`config.mk`:
```
export PLATFORM = sky130hd
export DESIGN_NAME = cfb_ctrl
export DESIGN_NICKNAME = d
export VERILOG_FILES = /design/src/rtl/cfb_pkg.sv /design/src/rtl/cfb_ctrl.sv
export SDC_FILE = /design/constraint.sdc
export NUM_CORES = 1
export LEC_CHECK = 0
export ABC_AREA = 1
export BUFFER_PORTS_ARGS = -buffer_cell sky130_fd_sc_hd__buf_2
export CORE_AREA = 2 2 39 41
export DETAILED_ROUTE_END_ITERATION = 8
export DIE_AREA = 0 0 41 43
export GPL_TIMING_DRIVEN = 0
export PLACE_DENSITY = 0.6
export SYNTH_ARGS = -nofsm -noshare
export SYNTH_HDL_FRONTEND = slang
export SYNTH_SLANG_ARGS = --single-unit
```
`constraint.sdc`:
```
create_clock -name clk -period 1.43 [get_ports clk]
set_input_delay 0.143 -clock clk [delete_from_list [all_inputs] [get_ports clk]]
set_output_delay 0.143 -clock clk [all_outputs]
set_load 0.01 [all_outputs]
```
`src/rtl/cfb_pkg.sv`:
```
`timescale 1ns / 1ps

package cfb_pkg;

	localparam int OP_W    = 3;
	localparam int FIELD_W = 16;
	localparam int COLOR_W = 16;
	localparam int COUNT_W = 17;

	// drawing command codes; six and seven are unused
	typedef enum logic [OP_W-1:0] {
		OP_PIXEL = 3'd0,
		OP_RECT  = 3'd1,
		OP_CLEAR = 3'd2,
		OP_BEGIN = 3'd3,
		OP_IMAGE = 3'd4,
		OP_READ  = 3'd5
	} op_t;

	// controller to datapath
	typedef struct packed {
		logic load;      // capture an input word
		logic boot;      // set up the clearing pass after reset
		logic mul;       // form the row base address and clipped sizes
		logic add;       // form the start address
		logic exec;      // do a command that needs no fill
		logic fill;      // write one pixel of a fill and advance
		logic res_load;  // capture the result word
	} cfb_cmd_t;

	// datapath to controller
	typedef struct packed {
		logic fill_go;   // command covers a rectangle of pixels
		logic fill_last; // current fill pixel is the last one
	} cfb_stat_t;

endpackage

```
`src/rtl/cfb_ctrl.sv`:
```
`timescale 1ns / 1ps

module cfb_ctrl import cfb_pkg::*; (
	input  logic      clk,
	input  logic      arst_n,
	input  logic      in_valid,
	output logic      in_ready,
	output logic      out_valid,
	input  logic      out_ready,
	input  cfb_stat_t stat,
	output cfb_cmd_t  cmd
);

	typedef enum logic [2:0] {
		S_BOOT,
		S_IDLE,
		S_MUL,
		S_ADD,
		S_EXEC,
		S_FILL,
		S_FIN
	} state_t;

	state_t state_q;
	logic   boot_q;
	logic   out_valid_q;

	// decode commands from state
	always_comb begin
		cmd          = '0;
		cmd.boot     = (state_q == S_BOOT);
		cmd.load     = (state_q == S_IDLE) && in_valid;
		cmd.mul      = (state_q == S_MUL);
		cmd.add      = (state_q == S_ADD);
		cmd.exec     = (state_q == S_EXEC);
		cmd.fill     = (state_q == S_FILL);
		cmd.res_load = (state_q == S_FIN) && (!out_valid_q || out_ready);
	end

	assign in_ready  = (state_q == S_IDLE);
	assign out_valid = out_valid_q;

	// sequence each word and hold the result register
	always_ff @(posedge clk or negedge arst_n) begin
		if (!arst_n) begin
			state_q     <= S_BOOT;
			boot_q      <= 1'b1;
			out_valid_q <= 1'b0;
		end else begin
			if (cmd.res_load) begin
				out_valid_q <= 1'b1;
			end else if (out_ready) begin
				out_valid_q <= 1'b0;
			end
			unique case (state_q)
				S_BOOT: begin
					state_q <= S_MUL;
				end
				S_IDLE: begin
					if (in_valid) begin
						state_q <= S_MUL;
					end
				end
				S_MUL: begin
					state_q <= S_ADD;
				end
				S_ADD: begin
					state_q <= stat.fill_go ? S_FILL : S_EXEC;
				end
				S_EXEC: begin
					state_q <= S_FIN;
				end
				S_FILL: begin
					if (stat.fill_last) begin
						// the clearing pass after reset gives no result
						if (boot_q) begin
							boot_q  <= 1'b0;
							state_q <= S_IDLE;
						end else begin
							state_q <= S_FIN;
						end
					end
				end
				S_FIN: begin
					if (!out_valid_q || out_ready) begin
						state_q <= S_IDLE;
					end
				end
				default: begin
					state_q <= S_IDLE;
				end
			endcase
		end
	end

endmodule

```
==> impl_metrics.yaml <==
outcome:
  status: "finished clean"
sta:
  worst_slack_ns: 0.09972
  setup_violations: 0
  finalSetupTns_ns: 0
  finClkSkew_ns: 0.001284
  max_slew_margin_pct: 90.05
  fmax_mhz: 751.7
  period_share_pct: 93.03
  worstMarginPinSlew_ns: 0.1478
  hold_ws_ns: 0.1843
  maxSlewViolCount: 0
  fin_crit_ns: 1.330
  finalHoldViolations: 0
  rsz0062_at_grt: "false"
routing:
  vias_per_cell: 4.183
  wl_per_cell_um: 8.290
  drc: 0
  ant_nets: 0
  first_pass_iters: 4
  vias: 389
  postRouteWirelength_um: 771
  drtIter0Drc: 1
critical_path:
  cp_slowest_stage_delay_ns: 0.35
  path_class: "flop to output port"
  cp-end-kind: "output port"
  critPathLaunchType: "flop"
  required_ns: 1.29
  crit_family: "flip-flops"
  critPathSlowestCell: "dfrtp_1"
  cp_max_fo: 8
  crit_arrival_ns: 1.19
  crit_chain: "buf_4, nor2_4, nand2_1, nor2_1, buf_2"
  cp_num_buf_inv: 2
grt:
  grt_overflow: 0
  grt_max_degree: 10
  grt_pass1_vias: 328
  grt_pass1_wl_mm: 1.235
  antenna_found_initial: 0
  track_usage_pct: 10.60
cts:
  h-tree-depth: 1
  cts-root-buf: "clkbuf_4"
  clkSlewWorstSetupHoldPaths_ns: 0.04
  insertion_delay_ns: 0.24
  cts_buffers: 3
  clock-sinks: 5
  cts_tree: "yes"
  cts_max_path_buffers: 2
logic_synthesis:
  syn_nets: 63
  synth_top_family_by_area: "simple AND/OR/NAND/NOR gates"
  synth-edff-count: 0
  async_flop_share_pct: 100.0
  synth_area_um2: 384.1
  synthTopCellsByArea: "dfrtp_1 (26%), inv_1 (15%), nand2_1 (8.8%)"
  synth_top_area_cell: "dfrtp_1"
  postSynthCellCount: 57
  ys_types: 19
  yosysSeqAreaShare_pct: 32.90
  synth_top_area_share_pct: 26.06
  synthFlopType: "dfrtp_1"
  synth_most_common_cell: "inv_1"
  ys_ff_latch: 5
  synth-simple-area-share_pct: 42.35
  syn_area_per_cell_um2: 6.739
  synth_compound_area_share_pct: 5.212
  yosys.area_share.adder_pct: 0
  synthXorXnorAreaFrac_pct: 0
  synthMuxAreaShare_pct: 0
  ys_top_cells_by_count: "inv_1 (15), nand2_1 (9)"
  yosys_warnings: 0
die:
  start_util_pct: 27.76
  io_pins: 15
  fp.dieW_um: 41
  rows: 14
  die_h_um: 43
  dieArea_um2: 1763
  core_um2: 1384
power_and_ir_drop:
  p_clk_share_pct: 15.8
  seqPwrFrac_pct: 22.4
  total_leakage_power_nw: 0.3360
  pwr-share-comb_pct: 61.8
  intPower_w: 0.0005609
  power_w: 0.001036
  power.density_nw_per_um2: 1996
  switching_power_w: 0.0004753
  swShare_pct: 45.87
  peakVddDrop_v: 0.0007206
layout:
  final_core_util_pct: 37.52
  num_antenna_cells: 0
  drive_gt1_share_pct: 40.26
  areaGrowthSynthToFinish_pct: 35.18
  final_nets: 84
placed_design:
  place_hpwl_um: 635.7
  gp_congestion: 0.7128
  io_buffers: 14
  place_ws_ns: 0.3008
run:
  cap_violations: 0
min_path:
  hold_class: "input port to flop"
## stage by stage
| step | area [um^2] | instances |
|---|---|---|
| finish | 519.2 | 93 |
| global route | 519.2 | 93 |
| CTS | 510.5 | 92 |
| detailed placement | 474.2 | 87 |
| global placement | 474.2 | 87 |
| floorplan | 384.1 | 57 |
## placed cells by master (no fill, tap or decap)
cell type / synthesis / layout
nand2_2: 1 / 1
nand3_1: 4 / 4
dfrtp_1: 4 / 3
buf_2: 0 / 14
o21ai_1: 1 / 1
nand4_1: 4 / 4
nor2_4: 1 / 1
clkbuf_4: 0 / 3
inv_1: 15 / 14
dfrtp_2: 0 / 1
nand3_2: 2 / 2
buf_4: 2 / 3
dlygate4sd3_1: 0 / 1
or2_2: 1 / 1
nand2_1: 9 / 9
nand3b_1: 1 / 1
o21ai_0: 2 / 2
clkbuf_1: 0 / 1
dfstp_2: 1 / 1
nor2_2: 2 / 2
nor2_1: 4 / 4
a21oi_1: 1 / 1
nor3_1: 1 / 1
inv_2: 1 / 2
## repair_timing
item / 4_1_cts / 5_1_grt
endpoints found under the setup margin: 0 / 2
setup buffers: 0 / 1
hold buffers: 1 / 0
gates resized for setup: 0 / 2
hold endpoints to repair: 5 / 0
## kinds of logic after synthesis
| group | Yosys count |
|---|---|
| compound gates | 4 |
| buf+inv | 18 |
| simple gates | 30 |
| flops | 5 |
## sequential cells by signal (all words and copies together), names as in the netlist
| register | cells |
|---|---|
| boot_q | 1 |
| state_q | 3 |
| out_valid | 1 |
## power groups by stage
stage	clock, W	sequential [W]	combinational, W
6_report	0.000164	0.000232	0.000640
5_1_grt	0.000175	0.000239	0.000727
4_1_cts	0.000173	0.000237	0.000617
3_5_place_dp	0	0.000238	0.000615
3_3_place_gp	0	0.000239	0.000608
2_1_floorplan	0	0.000240	0.000447
## final cells by class
| class | instances | area (um^2) |
|---|---|---|
| flip-flops and latches | 5 | 127.6 |
| fillers | 152 | 864.6 |
| multi-input cells | 34 | 182.7 |
| well taps | 16 | 20.02 |
| inverters | 16 | 60.06 |
| plain buffers | 2 | 15.01 |
| clock buffers | 4 | 26.28 |
| repair buffers | 16 | 87.58 |
## worst paths after layout
path | from | end | slack, ns | depth (start not counted)
max in group asynchronous | arst_n | boot_q$_DFFE_PN1P_ | 0.97 | 2
max reg2reg | state_q[0]$_DFFE_PN0P_ | state_q[1]$_DFFE_PN0P_ | 0.34 | 6
min | out_ready | out_valid$_DFFE_PN0P_ | 0.18 | 3
min in group asynchronous | arst_n | out_valid$_DFFE_PN0P_ | 0.24 | 2
min reg2reg | boot_q$_DFFE_PN1P_ | boot_q$_DFFE_PN1P_ | 0.50 | 2
max | state_q[1]$_DFFE_PN0P_ | cmd[6] | 0.1 | 5
## per-layer routing
metal	track usage, %	up-vias	wire (um)
li1	-	214	-
met1	12.42	162	360
met2	15.31	13	365
met3	1.571	0	44
met4	10.00	0	0
met5	0	-	0
## worst min-delay path: cells and delay by family
| family | cells | cell delay [ns] |
|---|---|---|
| buffers and inverters | 1 | 0.07 |
| and+or+nand+nor | 2 | 0.17 |
(Power assumes the default switching activity.)
